$ cat config.mk
export PLATFORM = sky130hd
export DESIGN_NAME = slab_and_bump_allocator_core
export DESIGN_NICKNAME = d
export VERILOG_FILES = /design/src/hw/rtl/sba_pkg.sv /design/src/hw/rtl/sba_div.sv /design/src/hw/rtl/sba_datapath.sv /design/src/hw/rtl/sba_ctrl.sv /design/src/hw/rtl/slab_and_bump_allocator_core.sv
export SDC_FILE = /design/constraint.sdc
export NUM_CORES = 2
export LEC_CHECK = 0
export BUFFER_PORTS_ARGS = -buffer_cell sky130_fd_sc_hd__buf_2
export CAP_MARGIN = 5
export CORE_ASPECT_RATIO = 0.9
export CORE_MARGIN = 1.5
export CORE_UTILIZATION = 57
export DETAILED_ROUTE_END_ITERATION = 8
export PLACE_DENSITY = 0.76
export SLEW_MARGIN = 20
export SYNTH_ARGS = -nofsm -noshare
export SYNTH_HDL_FRONTEND = slang
export SYNTH_SLANG_ARGS = --single-unit
$ cat constraint.sdc
create_clock -name clk_i -period 7.8 [get_ports clk_i]
set_input_delay 1.56 -clock clk_i [delete_from_list [all_inputs] [get_ports clk_i]]
set_output_delay 1.56 -clock clk_i [all_outputs]
set_load 0.03 [all_outputs]
$ cat src/hw/rtl/sba_pkg.sv
// shared constants, codes and controller/datapath interface types of the slab and bump allocator
`default_nettype none

package sba_pkg;

  // region geometry
  localparam int MAX_SLABS    = 256;
  localparam int REGION_BITS  = 20;
  localparam int HEADER_BYTES = 16;
  localparam int ROUND_UNIT   = 16;

  // field and state widths
  localparam int IDX_W   = $clog2(MAX_SLABS);
  localparam int LINK_W  = IDX_W + 1;
  localparam int SIZE_W  = 13;
  localparam int COUNT_W = 9;
  localparam int OFFS_W  = REGION_BITS;
  localparam int AREA_W  = REGION_BITS + 1;
  localparam int QUOT_W  = IDX_W;
  localparam int CFG_IDX_W = 2;
  localparam int CFG_W     = 20;

  // empty free stack marker
  localparam logic [LINK_W-1:0] NIL_SLAB = LINK_W'(MAX_SLABS);
  // largest slab size for which the whole stack of slabs always fits in the region
  localparam logic [SIZE_W-1:0] SLAB_FIT_MAX = SIZE_W'((1 << REGION_BITS) / MAX_SLABS);

  // configuration register indexes
  typedef enum logic [CFG_IDX_W-1:0] {
    CFG_SLAB_SIZE     = 2'd0,
    CFG_SLAB_COUNT    = 2'd1,
    CFG_GENERAL_BYTES = 2'd2
  } cfg_idx_e;

  // item modes
  typedef enum logic [1:0] {
    MODE_INIT  = 2'd0,
    MODE_ALLOC = 2'd1,
    MODE_FREE  = 2'd2
  } mode_e;

  // result status codes
  typedef enum logic [2:0] {
    ST_OK         = 3'd0,
    ST_NOT_INIT   = 3'd1,
    ST_NO_SPACE   = 3'd2,
    ST_OUT_RANGE  = 3'd3,
    ST_MISALIGNED = 3'd4,
    ST_ALREADY    = 3'd5
  } status_e;

  // result offset source
  typedef enum logic [1:0] {
    OSEL_ZERO = 2'd0,
    OSEL_BUMP = 2'd1,
    OSEL_MUL  = 2'd2
  } osel_e;

  // commands from controller to datapath
  typedef struct packed {
    logic    load_in;
    logic    div_fit;
    logic    div_free;
    logic    nslabs_load;
    logic    area_load;
    logic    init;
    logic    take_fresh;
    logic    pop_rd;
    logic    pop_link;
    logic    push;
    logic    bump;
    logic    respond;
    status_e resp_status;
    osel_e   resp_sel;
  } cmd_t;

  // status from datapath to controller
  typedef struct packed {
    logic [1:0] mode;
    logic       started;
    logic       s_big;
    logic       div_done;
    logic       size_eq;
    logic       head_nil;
    logic       fresh_lt_n;
    logic       bump_ok;
    logic       offs_out;
    logic       offs_in_slab;
    logic       rem_nz;
  } sts_t;

endpackage

`default_nettype wire

$ cat src/hw/rtl/sba_div.sv
// iterative divider, two quotient bits per cycle, quotient known to fit in the index width
`default_nettype none

module sba_div import sba_pkg::*; (
  input  wire logic              clk_i,
  input  wire logic              rst_ni,
  input  wire logic              start_i,
  input  wire logic [AREA_W-1:0] dividend_i,
  input  wire logic [SIZE_W-1:0] divisor_i,
  output logic                   done_o,
  output logic [QUOT_W-1:0]      quot_o,
  output logic                   rem_nz_o
);

  localparam int STEPS = QUOT_W / 2;
  localparam int CNT_W = $clog2(STEPS);

  logic [AREA_W-1:0] rem_q;
  logic [SIZE_W-1:0] div_q;
  logic [QUOT_W-1:0] quot_q;
  logic [CNT_W-1:0]  cnt_q;
  logic              busy_q;
  logic              done_q;

  logic [CNT_W:0]    sh_hi;
  logic [CNT_W:0]    sh_lo;
  logic [AREA_W-1:0] d_hi;
  logic [AREA_W-1:0] d_lo;
  logic [AREA_W-1:0] rem_mid;
  logic [AREA_W-1:0] rem_new;
  logic              bit_hi;
  logic              bit_lo;

  // two restoring steps per cycle, high bit first
  always_comb begin
    sh_hi   = {cnt_q, 1'b1};
    sh_lo   = {cnt_q, 1'b0};
    d_hi    = AREA_W'(div_q) << sh_hi;
    d_lo    = AREA_W'(div_q) << sh_lo;
    bit_hi  = rem_q >= d_hi;
    rem_mid = bit_hi ? rem_q - d_hi : rem_q;
    bit_lo  = rem_mid >= d_lo;
    rem_new = bit_lo ? rem_mid - d_lo : rem_mid;
  end

  // iteration control
  always_ff @(posedge clk_i or negedge rst_ni) begin
    if (!rst_ni) begin
      busy_q <= 1'b0;
      done_q <= 1'b0;
      cnt_q  <= '0;
    end else if (start_i) begin
      busy_q <= 1'b1;
      done_q <= 1'b0;
      cnt_q  <= CNT_W'(STEPS - 1);
    end else if (busy_q) begin
      cnt_q <= cnt_q - 1'b1;
      if (cnt_q == '0) begin
        busy_q <= 1'b0;
        done_q <= 1'b1;
      end
    end
  end

  // partial remainder and quotient, quotient bits shifted in from the bottom
  always_ff @(posedge clk_i) begin
    if (start_i) begin
      rem_q  <= dividend_i;
      div_q  <= divisor_i;
      quot_q <= '0;
    end else if (busy_q) begin
      rem_q  <= rem_new;
      quot_q <= {quot_q[QUOT_W-3:0], bit_hi, bit_lo};
    end
  end

  assign done_o   = done_q;
  assign quot_o   = quot_q;
  assign rem_nz_o = |rem_q;

endmodule

`default_nettype wire

$ cat src/hw/rtl/sba_datapath.sv
// allocator datapath: configuration, allocator state, link memory, divider, multiplier and result registers
`default_nettype none

module sba_datapath import sba_pkg::*; (
  input  wire logic                 clk_i,
  input  wire logic                 rst_ni,
  input  wire logic                 cfg_we_i,
  input  wire logic [CFG_IDX_W-1:0] cfg_idx_i,
  input  wire logic [CFG_W-1:0]     cfg_wdata_i,
  input  wire logic [1:0]           mode_i,
  input  wire logic [OFFS_W-1:0]    request_size_i,
  input  wire logic [OFFS_W-1:0]    block_offset_i,
  input  wire cmd_t                 cmd_i,
  output sts_t                      sts_o,
  output logic                      result_valid_o,
  output logic [2:0]                status_o,
  output logic [OFFS_W-1:0]         result_offset_o
);

  localparam int PROD_W = COUNT_W + SIZE_W;
  localparam logic [AREA_W:0] REGION_END = (AREA_W+1)'(1 << REGION_BITS);

  // configuration registers
  logic [SIZE_W-1:0]  slab_size_q;
  logic [COUNT_W-1:0] slab_count_q;
  logic [OFFS_W-1:0]  general_q;

  // latched item
  logic [1:0]         mode_q;
  logic [OFFS_W-1:0]  size_q;
  logic [OFFS_W-1:0]  offs_q;

  // allocator state
  logic               started_q;
  logic [LINK_W-1:0]  head_q;
  logic [COUNT_W-1:0] fresh_q;
  logic [AREA_W-1:0]  pos_q;
  logic [OFFS_W-1:0]  brem_q;

  // per-item working registers
  logic [COUNT_W-1:0] nslabs_q;
  logic [AREA_W-1:0]  area_q;
  logic [IDX_W-1:0]   idx_q;
  logic [LINK_W-1:0]  link_rd_q;

  // result registers
  logic               valid_q;
  status_e            status_q;
  logic [OFFS_W-1:0]  offset_q;

  // free stack links
  logic [LINK_W-1:0]  link_mem [MAX_SLABS];

  logic               div_done;
  logic [QUOT_W-1:0]  quot;
  logic               rem_nz;
  logic [AREA_W-1:0]  dividend;

  logic [COUNT_W-1:0] cap;
  logic               s_big;
  logic [COUNT_W-1:0] nslabs_d;
  logic [COUNT_W-1:0] mul_a;
  logic [PROD_W-1:0]  product;
  logic [AREA_W-1:0]  rsize;
  logic [AREA_W-1:0]  used;
  logic [AREA_W:0]    bump_end;
  logic [AREA_W-1:0]  bump_res;
  logic [OFFS_W-1:0]  brem_d;
  logic [AREA_W:0]    limit_sum;
  logic [OFFS_W-1:0]  brem_init;
  logic [LINK_W-1:0]  link_clamp;
  logic [OFFS_W-1:0]  offset_d;

  // shared divider for slab fit and slab index
  assign dividend = cmd_i.div_fit ? AREA_W'(1 << REGION_BITS) : AREA_W'(offs_q);

  sba_div u_div (
    .clk_i      (clk_i),
    .rst_ni     (rst_ni),
    .start_i    (cmd_i.div_fit | cmd_i.div_free),
    .dividend_i (dividend),
    .divisor_i  (slab_size_q),
    .done_o     (div_done),
    .quot_o     (quot),
    .rem_nz_o   (rem_nz)
  );

  // effective slab count
  always_comb begin
    cap   = (slab_count_q > COUNT_W'(MAX_SLABS)) ? COUNT_W'(MAX_SLABS) : slab_count_q;
    s_big = slab_size_q > SLAB_FIT_MAX;
    if (slab_size_q == '0) begin
      nslabs_d = '0;
    end else if (s_big && (COUNT_W'(quot) < cap)) begin
      nslabs_d = COUNT_W'(quot);
    end else begin
      nslabs_d = cap;
    end
  end

  // shared multiplier: slab area or slab offset
  assign mul_a   = cmd_i.area_load ? nslabs_q : COUNT_W'(idx_q);
  assign product = PROD_W'(mul_a) * PROD_W'(slab_size_q);

  // bump arithmetic
  always_comb begin
    rsize     = (AREA_W'(size_q) + AREA_W'(ROUND_UNIT - 1)) & ~AREA_W'(ROUND_UNIT - 1);
    used      = rsize + AREA_W'(HEADER_BYTES);
    bump_end  = (AREA_W+1)'(pos_q) + (AREA_W+1)'(HEADER_BYTES) + (AREA_W+1)'(rsize);
    bump_res  = pos_q + AREA_W'(HEADER_BYTES);
    brem_d    = (AREA_W'(brem_q) >= used) ? OFFS_W'(AREA_W'(brem_q) - used) : '0;
    brem_init = (general_q > OFFS_W'(HEADER_BYTES)) ? general_q - OFFS_W'(HEADER_BYTES) : '0;
    limit_sum = (AREA_W+1)'(area_q) + (AREA_W+1)'(general_q);
    link_clamp = (link_rd_q > NIL_SLAB) ? NIL_SLAB : link_rd_q;
  end

  // status to controller
  always_comb begin
    sts_o.mode         = mode_q;
    sts_o.started      = started_q;
    sts_o.s_big        = s_big;
    sts_o.div_done     = div_done;
    sts_o.size_eq      = (nslabs_q != '0) && (size_q == OFFS_W'(slab_size_q));
    sts_o.head_nil     = head_q >= NIL_SLAB;
    sts_o.fresh_lt_n   = fresh_q < nslabs_q;
    sts_o.bump_ok      = (AREA_W'(brem_q) >= rsize) && (bump_end < REGION_END);
    sts_o.offs_out     = (AREA_W+1)'(offs_q) >= limit_sum;
    sts_o.offs_in_slab = AREA_W'(offs_q) < area_q;
    sts_o.rem_nz       = rem_nz;
  end

  // configuration writes
  always_ff @(posedge clk_i or negedge rst_ni) begin
    if (!rst_ni) begin
      slab_size_q  <= SIZE_W'(64);
      slab_count_q <= COUNT_W'(256);
      general_q    <= OFFS_W'(49152);
    end else if (cfg_we_i) begin
      unique case (cfg_idx_i)
        CFG_SLAB_SIZE:     slab_size_q  <= cfg_wdata_i[SIZE_W-1:0];
        CFG_SLAB_COUNT:    slab_count_q <= cfg_wdata_i[COUNT_W-1:0];
        CFG_GENERAL_BYTES: general_q    <= cfg_wdata_i[OFFS_W-1:0];
        default: ;
      endcase
    end
  end

  // allocator state
  always_ff @(posedge clk_i or negedge rst_ni) begin
    if (!rst_ni) begin
      started_q <= 1'b0;
      head_q    <= NIL_SLAB;
      fresh_q   <= '0;
      pos_q     <= '0;
      brem_q    <= '0;
    end else begin
      if (cmd_i.init) begin
        started_q <= 1'b1;
        head_q    <= NIL_SLAB;
        fresh_q   <= '0;
        pos_q     <= area_q;
        brem_q    <= brem_init;
      end
      if (cmd_i.take_fresh) begin
        fresh_q <= fresh_q + 1'b1;
      end
      if (cmd_i.pop_link) begin
        head_q <= link_clamp;
      end
      if (cmd_i.push) begin
        head_q <= LINK_W'(quot);
      end
      if (cmd_i.bump) begin
        pos_q  <= pos_q + used;
        brem_q <= brem_d;
      end
    end
  end

  // item and working registers
  always_ff @(posedge clk_i) begin
    if (cmd_i.load_in) begin
      mode_q <= mode_i;
      size_q <= request_size_i;
      offs_q <= block_offset_i;
    end
    if (cmd_i.nslabs_load) begin
      nslabs_q <= nslabs_d;
    end
    if (cmd_i.area_load) begin
      area_q <= AREA_W'(product);
    end
    if (cmd_i.take_fresh) begin
      idx_q <= fresh_q[IDX_W-1:0];
    end
    if (cmd_i.pop_rd) begin
      idx_q <= head_q[IDX_W-1:0];
    end
  end

  // link memory: one write, one registered read
  always_ff @(posedge clk_i) begin
    if (cmd_i.push) begin
      link_mem[quot] <= head_q;
    end
    if (cmd_i.pop_rd) begin
      link_rd_q <= link_mem[head_q[IDX_W-1:0]];
    end
  end

  // result offset select
  always_comb begin
    case (cmd_i.resp_sel)
      OSEL_BUMP: offset_d = bump_res[OFFS_W-1:0];
      OSEL_MUL:  offset_d = product[OFFS_W-1:0];
      default:   offset_d = '0;
    endcase
  end

  // result transfer registers
  always_ff @(posedge clk_i or negedge rst_ni) begin
    if (!rst_ni) begin
      valid_q <= 1'b0;
    end else begin
      valid_q <= cmd_i.respond;
    end
  end

  always_ff @(posedge clk_i) begin
    if (cmd_i.respond) begin
      status_q <= cmd_i.resp_status;
      offset_q <= offset_d;
    end
  end

  assign result_valid_o  = valid_q;
  assign status_o        = status_q;
  assign result_offset_o = offset_q;

endmodule

`default_nettype wire

$ cat src/hw/rtl/sba_ctrl.sv
// allocator controller: sequences each item through sizing, decision and follow-up steps
`default_nettype none

module sba_ctrl import sba_pkg::*; (
  input  wire logic clk_i,
  input  wire logic rst_ni,
  input  wire logic start,
  input  wire sts_t sts_i,
  output cmd_t      cmd_o,
  output logic      busy
);

  typedef enum logic [2:0] {
    S_IDLE,
    S_FIT,
    S_FIT_WAIT,
    S_AREA,
    S_DECIDE,
    S_POP,
    S_MUL_OUT,
    S_FREE_WAIT
  } state_e;

  state_e state_q;
  state_e state_d;

  // next state and datapath commands
  always_comb begin
    state_d           = state_q;
    cmd_o             = '0;
    cmd_o.resp_status = ST_OK;
    cmd_o.resp_sel    = OSEL_ZERO;
    unique case (state_q)
      S_IDLE: begin
        if (start) begin
          cmd_o.load_in = 1'b1;
          state_d       = S_FIT;
        end
      end
      S_FIT: begin
        if (sts_i.s_big) begin
          cmd_o.div_fit = 1'b1;
          state_d       = S_FIT_WAIT;
        end else begin
          cmd_o.nslabs_load = 1'b1;
          state_d           = S_AREA;
        end
      end
      S_FIT_WAIT: begin
        if (sts_i.div_done) begin
          cmd_o.nslabs_load = 1'b1;
          state_d           = S_AREA;
        end
      end
      S_AREA: begin
        cmd_o.area_load = 1'b1;
        state_d         = S_DECIDE;
      end
      S_DECIDE: begin
        state_d = S_IDLE;
        unique case (sts_i.mode)
          MODE_INIT: begin
            cmd_o.respond     = 1'b1;
            cmd_o.init        = !sts_i.started;
            cmd_o.resp_status = sts_i.started ? ST_ALREADY : ST_OK;
          end
          MODE_ALLOC: begin
            if (!sts_i.started) begin
              cmd_o.respond     = 1'b1;
              cmd_o.resp_status = ST_NOT_INIT;
            end else if (sts_i.size_eq && !sts_i.head_nil) begin
              cmd_o.pop_rd = 1'b1;
              state_d      = S_POP;
            end else if (sts_i.size_eq && sts_i.fresh_lt_n) begin
              cmd_o.take_fresh = 1'b1;
              state_d          = S_MUL_OUT;
            end else if (sts_i.bump_ok) begin
              cmd_o.bump     = 1'b1;
              cmd_o.respond  = 1'b1;
              cmd_o.resp_sel = OSEL_BUMP;
            end else begin
              cmd_o.respond     = 1'b1;
              cmd_o.resp_status = ST_NO_SPACE;
            end
          end
          MODE_FREE: begin
            if (!sts_i.started) begin
              cmd_o.respond     = 1'b1;
              cmd_o.resp_status = ST_NOT_INIT;
            end else if (sts_i.offs_out) begin
              cmd_o.respond     = 1'b1;
              cmd_o.resp_status = ST_OUT_RANGE;
            end else if (sts_i.offs_in_slab) begin
              cmd_o.div_free = 1'b1;
              state_d        = S_FREE_WAIT;
            end else begin
              cmd_o.respond = 1'b1;
            end
          end
          default: ;
        endcase
      end
      S_POP: begin
        cmd_o.pop_link = 1'b1;
        state_d        = S_MUL_OUT;
      end
      S_MUL_OUT: begin
        cmd_o.respond  = 1'b1;
        cmd_o.resp_sel = OSEL_MUL;
        state_d        = S_IDLE;
      end
      S_FREE_WAIT: begin
        if (sts_i.div_done) begin
          cmd_o.respond = 1'b1;
          if (sts_i.rem_nz) begin
            cmd_o.resp_status = ST_MISALIGNED;
          end else begin
            cmd_o.push = 1'b1;
          end
          state_d = S_IDLE;
        end
      end
      default: state_d = S_IDLE;
    endcase
  end

  // state register
  always_ff @(posedge clk_i or negedge rst_ni) begin
    if (!rst_ni) begin
      state_q <= S_IDLE;
    end else begin
      state_q <= state_d;
    end
  end

  assign busy = state_q != S_IDLE;

endmodule

`default_nettype wire

$ cat src/hw/rtl/slab_and_bump_allocator_core.sv
// slab and bump allocator top level: controller and datapath
// items pass the fit, area and decide states; init, bump, refusals, general-area frees respond
// from decide; fresh slabs add the multiply state, popped slabs pop and multiply, slab-area frees
// (misaligned too) the index division; slab sizes above 4096 bytes add the fit division
// throughput: one item at a time; a new item may start in the cycle its result is strobed
// results are strobed for one cycle and cannot be stalled by the receiver
// reset clears state and restores register defaults at once; link memory is not cleared
`default_nettype none

module slab_and_bump_allocator_core import sba_pkg::*; (
  input  wire logic                 clk_i,
  input  wire logic                 rst_ni,
  input  wire logic                 cfg_we_i,
  input  wire logic [CFG_IDX_W-1:0] cfg_idx_i,
  input  wire logic [CFG_W-1:0]     cfg_wdata_i,
  input  wire logic                 start,
  output logic                      busy,
  input  wire logic [1:0]           mode_i,
  input  wire logic [OFFS_W-1:0]    request_size_i,
  input  wire logic [OFFS_W-1:0]    block_offset_i,
  output logic                      result_valid_o,
  output logic [2:0]                status_o,
  output logic [OFFS_W-1:0]         result_offset_o
);

  cmd_t cmd;
  sts_t sts;

  // sequencing
  sba_ctrl u_ctrl (
    .clk_i  (clk_i),
    .rst_ni (rst_ni),
    .start  (start),
    .sts_i  (sts),
    .cmd_o  (cmd),
    .busy   (busy)
  );

  // datapath and result transfer
  sba_datapath u_dp (
    .clk_i           (clk_i),
    .rst_ni          (rst_ni),
    .cfg_we_i        (cfg_we_i),
    .cfg_idx_i       (cfg_idx_i),
    .cfg_wdata_i     (cfg_wdata_i),
    .mode_i          (mode_i),
    .request_size_i  (request_size_i),
    .block_offset_i  (block_offset_i),
    .cmd_i           (cmd),
    .sts_o           (sts),
    .result_valid_o  (result_valid_o),
    .status_o        (status_o),
    .result_offset_o (result_offset_o)
  );

endmodule

`default_nettype wire

==> reports/qor.yml <==
run_status:
  status: "complete, no violations"
grt:
  grt-ovfl-total: 0
  antenna_found_initial: 12
  grt_use_total_pct: 27.36
  grt_pass1_wl_mm: 395.5
  grt_pass1_vias: 58350
  grt_max_degree: 189
power:
  total_power_mw: 49.18
  power_per_cell_area_mw_per_mm2: 403.3
  ir_worst_vdd_mv: 0.7046
  power.leakage_nw: 40.03
critical_path:
  worst_ep_required_time_ns: 8.38
  wp_data_arrival_ns: 7.19
  worst_path_dominant_cell_family: "compound AO/OA/AOI/OAI gates"
  ff2ff_setup_slack_ns: 1.19
  critPathMaxStageDelay_ns: 0.74
  cp.buffers_inverters: 1
  r2r_cells: 22
  crit_path_start: "u_dp.u_div.cnt_q[1]$_DFFE_PN0P_"
  worstSetupPathDepth: 22
  slowest_stage: "sky130_fd_sc_hd__dfrtp_1"
  rr_endpoint: "u_dp.u_div.rem_q[1]$_DFFE_PP_"
  setup.worst_path.end: "u_dp.u_div.rem_q[1]$_DFFE_PP_"
  startpoint_type: "flip-flop"
  reg2reg_from: "u_dp.u_div.cnt_q[1]$_DFFE_PN0P_"
  critical_path_class: "reg2reg"
  endpoint_kind_of_the_worst_setup_timing_path: "flip-flop"
  cp_cell_sequence: "mux2i_1, nor2_1, a31oi_1, ha_1, o21ai_0, o21ai_0, a41o_1, a21oi_1, o21ai_2, a21oi_1, ha_1, nor2b_1, o31a_1, o211ai_1, nand4_1, a21oi_1, o21ai_0, a211o_1, nor2_2, buf_4, mux2i_1, o21ai_1"
  worst-path-max-fanout: 16
clocking:
  clock_pin_slew_worst_setup_and_hold_paths_ns: 0.07
  cts_setup_buffers: 0
  cts-root-buf: "sky130_fd_sc_hd__clkbuf_16"
  cts_tree: "done"
  post_cts_resize_count: 0
  cts_sinks: 2568
  h-tree-depth: 4
  holdBufCountCts: 0
  clock_path_buffers: 3
  tritoncts.num_buffers: 237
  clk-insertion-delay-late_ns: 0.92
cells_and_area:
  layout.cells.most_common: "sky130_fd_sc_hd__edfxtp_1"
  fin_util_pct: 63.07
  layout-drive-gt1-share_pct: 22.15
  fillCellCount: 12760
  layout-area-overhead-vs-synth_pct: 9.897
  most_frequent_cells_in_the_layout: "sky130_fd_sc_hd__edfxtp_1, sky130_fd_sc_hd__mux4_2, sky130_fd_sc_hd__nor2_1, sky130_fd_sc_hd__ha_1, sky130_fd_sc_hd__clkbuf_16"
  final_net_count: 6460
  post_layout_cell_count: 8826
yosys:
  ys_ff_latch: 2568
  syn_nets: 6342
  async_flop_share_pct: 4.283
  yosys_most_used_dff: "sky130_fd_sc_hd__edfxtp_1"
  ys.warnings.count: 0
  synth.lib_cells_used.distinct: 89
  synth_enable_flop_cells: 2450
  synth-seq-area-share_pct: 68.94
  syn-cell-area_sq_mm: 0.1110
  synth_cells: 5948
  syn_avg_cell_area_sq_um: 18.65
worst_hold_path:
  type_of_the_most_critical_hold_path: "reg2reg"
timing:
  transition_time_at_the_pin_with_the_least_slew_margin_ns: 1.184
  timing.clock.skew_ns: 0.1012
  maxSlewHeadroom_pct: 20.76
  unrepaired_setup_endpoints_after_global_routing: "no"
  clock.fmax_mhz: 151.3
  min_period_over_period_pct: 84.71
  report.final.slew_viol_count: 0
  hold_viol_final: 0
  finalSetupTns_ns: 0
  fin_crit_ns: 6.607
  setup-violations-final: 0
floorplanning:
  die_w_microns: 468.1
  initial_utilization_pct: 57.39
  placementRows: 153
  ioPinCount: 93
  chipHeight_microns: 421.6
  floorplan.die_area_sq_mm: 0.1973
  placeableCoreArea_sq_mm: 0.1933
placed_design:
  gpl.final_weighted_congestion: 0.9356
  numPlacedInstances: 8382
  detailed_place_hpwl_mm: 158.1
  number_of_buffers_added_on_ports: 92
route:
  detail_route.wirelength_mm: 266.8
  post_drt_wl_per_cell_microns: 30.23
  post_route_ant_nets: 0
  viasPerCell: 6.618
  route.detailed.drc: 0
  detail_route.iter0.violations: 7488
  vias: 58410
  1st_pass_router_iterations: 6
flow_run:
  drv_cap: 0
state kept, by name (all words and copies together) (netlist names), 3 cells and up:
name,flops
u_dp.link_mem,2304
u_dp.area_q,21
u_dp.pos_q,21
u_dp.u_div.rem_q,21
u_dp.brem_q,20
u_dp.general_q,20
u_dp.offs_q,20
u_dp.result_offset_o,20
u_dp.size_q,20
u_dp.slab_size_q,13
u_dp.u_div.div_q,13
u_dp.fresh_q,9
u_dp.head_q,9
u_dp.link_rd_q,9
u_dp.nslabs_q,9
u_dp.slab_count_q,9
u_dp.idx_q,8
u_dp.u_div.quot_o,8
u_ctrl.state_q,3
u_dp.status_o,3
cell type report:
cell class / count / area (sq um) / share of cell area (%)
sequential: 2568 / 76520 / 62.76
multi-input combinational: 2869 / 32540 / 26.68
clock buffer: 303 / 6200 / 5.084
tap: 2557 / 3199 / 2.624
clock inverter: 135 / 1370 / 1.124
timing repair buffer: 165 / 1251 / 1.026
inverter: 225 / 847.1 / 0.6947
antenna: 4 / 10.01 / 0.008209
through the flow:
step           instance area, sq um  hold slack (ns)  worst slack (ns)
3_3_place_gp                 114300           0.4672             1.425
4_1_cts                      121900           0.4795             1.274
5_1_grt                      121900           0.5135            0.6371
2_1_floorplan                111000           0.4468             1.306
3_5_place_dp                 114300           0.4651             1.266
6_report                     121900           0.4834             1.193
cell usage after synthesis (16+ instances only):
| library cell | count | area [sq um] |
|---|---|---|
| sky130_fd_sc_hd__a211oi_1 | 19 | 142.6 |
| sky130_fd_sc_hd__a21o_1 | 66 | 495.5 |
| sky130_fd_sc_hd__a21oi_1 | 121 | 605.6 |
| sky130_fd_sc_hd__a22oi_1 | 39 | 292.8 |
| sky130_fd_sc_hd__and2_1 | 34 | 212.7 |
| sky130_fd_sc_hd__and3_1 | 17 | 106.4 |
| sky130_fd_sc_hd__buf_1 | 37 | 138.9 |
| sky130_fd_sc_hd__buf_2 | 53 | 265.3 |
| sky130_fd_sc_hd__clkbuf_1 | 189 | 709.4 |
| sky130_fd_sc_hd__dfrtp_1 | 105 | 2628 |
| sky130_fd_sc_hd__edfxtp_1 | 2450 | 73570 |
| sky130_fd_sc_hd__fa_1 | 81 | 1622 |
| sky130_fd_sc_hd__ha_1 | 245 | 3065 |
| sky130_fd_sc_hd__inv_1 | 224 | 840.8 |
| sky130_fd_sc_hd__mux2_2 | 66 | 743.2 |
| sky130_fd_sc_hd__mux2i_1 | 35 | 350.3 |
| sky130_fd_sc_hd__mux4_2 | 765 | 17230 |
| sky130_fd_sc_hd__nand2_1 | 244 | 915.9 |
| sky130_fd_sc_hd__nand2b_1 | 43 | 269.0 |
| sky130_fd_sc_hd__nand3_1 | 60 | 300.3 |
| sky130_fd_sc_hd__nand4_1 | 33 | 206.5 |
| sky130_fd_sc_hd__nor2_1 | 414 | 1554 |
| sky130_fd_sc_hd__nor2b_1 | 50 | 312.8 |
| sky130_fd_sc_hd__nor3_1 | 33 | 165.2 |
| sky130_fd_sc_hd__nor4_1 | 17 | 106.4 |
| sky130_fd_sc_hd__o21a_1 | 17 | 127.6 |
| sky130_fd_sc_hd__o21ai_0 | 94 | 470.5 |
| sky130_fd_sc_hd__o21ai_1 | 32 | 160.2 |
| sky130_fd_sc_hd__or3_1 | 16 | 100.1 |
| sky130_fd_sc_hd__xnor2_1 | 95 | 832.1 |
| sky130_fd_sc_hd__xor2_1 | 70 | 613.1 |
power breakdown:
| part | switching, mW | total [mW] | internal (mW) | leakage [nW] |
|---|---|---|---|---|
| Sequential | 1.18 | 18.7 | 17.5 | 23.7 |
| Combinational | 11.3 | 19.1 | 7.90 | 12.6 |
| Clock | 5.21 | 11.4 | 6.16 | 3.66 |
worst register-to-register path: stages, from the launching register on:
cell                       delay [ns]
sky130_fd_sc_hd__dfrtp_1         0.74
sky130_fd_sc_hd__mux2i_1         0.32
sky130_fd_sc_hd__nor2_1          0.06
sky130_fd_sc_hd__a31oi_1         0.26
sky130_fd_sc_hd__ha_1            0.34
sky130_fd_sc_hd__o21ai_0         0.36
sky130_fd_sc_hd__o21ai_0         0.16
sky130_fd_sc_hd__a41o_1          0.27
sky130_fd_sc_hd__a21oi_1         0.33
sky130_fd_sc_hd__o21ai_2         0.29
sky130_fd_sc_hd__a21oi_1         0.38
sky130_fd_sc_hd__ha_1            0.30
sky130_fd_sc_hd__nor2b_1         0.15
sky130_fd_sc_hd__o31a_1          0.27
sky130_fd_sc_hd__o211ai_1        0.32
sky130_fd_sc_hd__nand4_1         0.21
sky130_fd_sc_hd__a21oi_1         0.31
sky130_fd_sc_hd__o21ai_0         0.23
sky130_fd_sc_hd__a211o_1         0.34
sky130_fd_sc_hd__nor2_2          0.10
sky130_fd_sc_hd__buf_4           0.26
sky130_fd_sc_hd__mux2i_1         0.28
sky130_fd_sc_hd__o21ai_1         0.08
cell families (layout without fill, tap and decap cells):
group / count (synthesis) / in the layout / share of synthesized area [%]
buffers and inverters: 511 / 828 / 1.818
and+or+nand+nor: 997 / 997 / 4.106
DFF: 2568 / 2568 / 68.94
muxes: 873 / 873 / 16.58
other: 0 / 4 / 0
adders and majority gates: 327 / 327 / 4.233
AOI/OAI and AO/OA: 507 / 507 / 3.020
xor gates and xnor gates: 165 / 165 / 1.302
layer usage:
layer	wire (microns)	GRT usage [%]	vias to the layer above	part of all wire (%)
met5	65	0	-	0.024
met4	9736	9.137	10	3.6
met3	24700	5.238	521	9.3
met2	128400	42.69	3283	48
met1	104000	39.34	30550	39
li1	-	-	24040	-
worst min path at each step:
stage	from	end	slack (ns)	cells after the start
final	u_dp.link_rd_q[0]$_DFFE_PP_	u_dp.head_q[0]$_DFFE_PN0P_	0.48	1
after global routing	u_dp.link_rd_q[0]$_DFFE_PP_	u_dp.head_q[0]$_DFFE_PN0P_	0.51	1
after CTS	u_dp.link_rd_q[0]$_DFFE_PP_	u_dp.head_q[0]$_DFFE_PN0P_	0.48	1
after detailed placement	u_dp.link_rd_q[0]$_DFFE_PP_	u_dp.head_q[0]$_DFFE_PN0P_	0.47	1
after global placement	u_dp.link_rd_q[0]$_DFFE_PP_	u_dp.head_q[0]$_DFFE_PN0P_	0.47	1
after floorplan	u_dp.pos_q[0]$_DFFE_PN0P_	u_dp.pos_q[0]$_DFFE_PN0P_	0.45	2
Note: power is estimated with default switching activity, not from simulation.
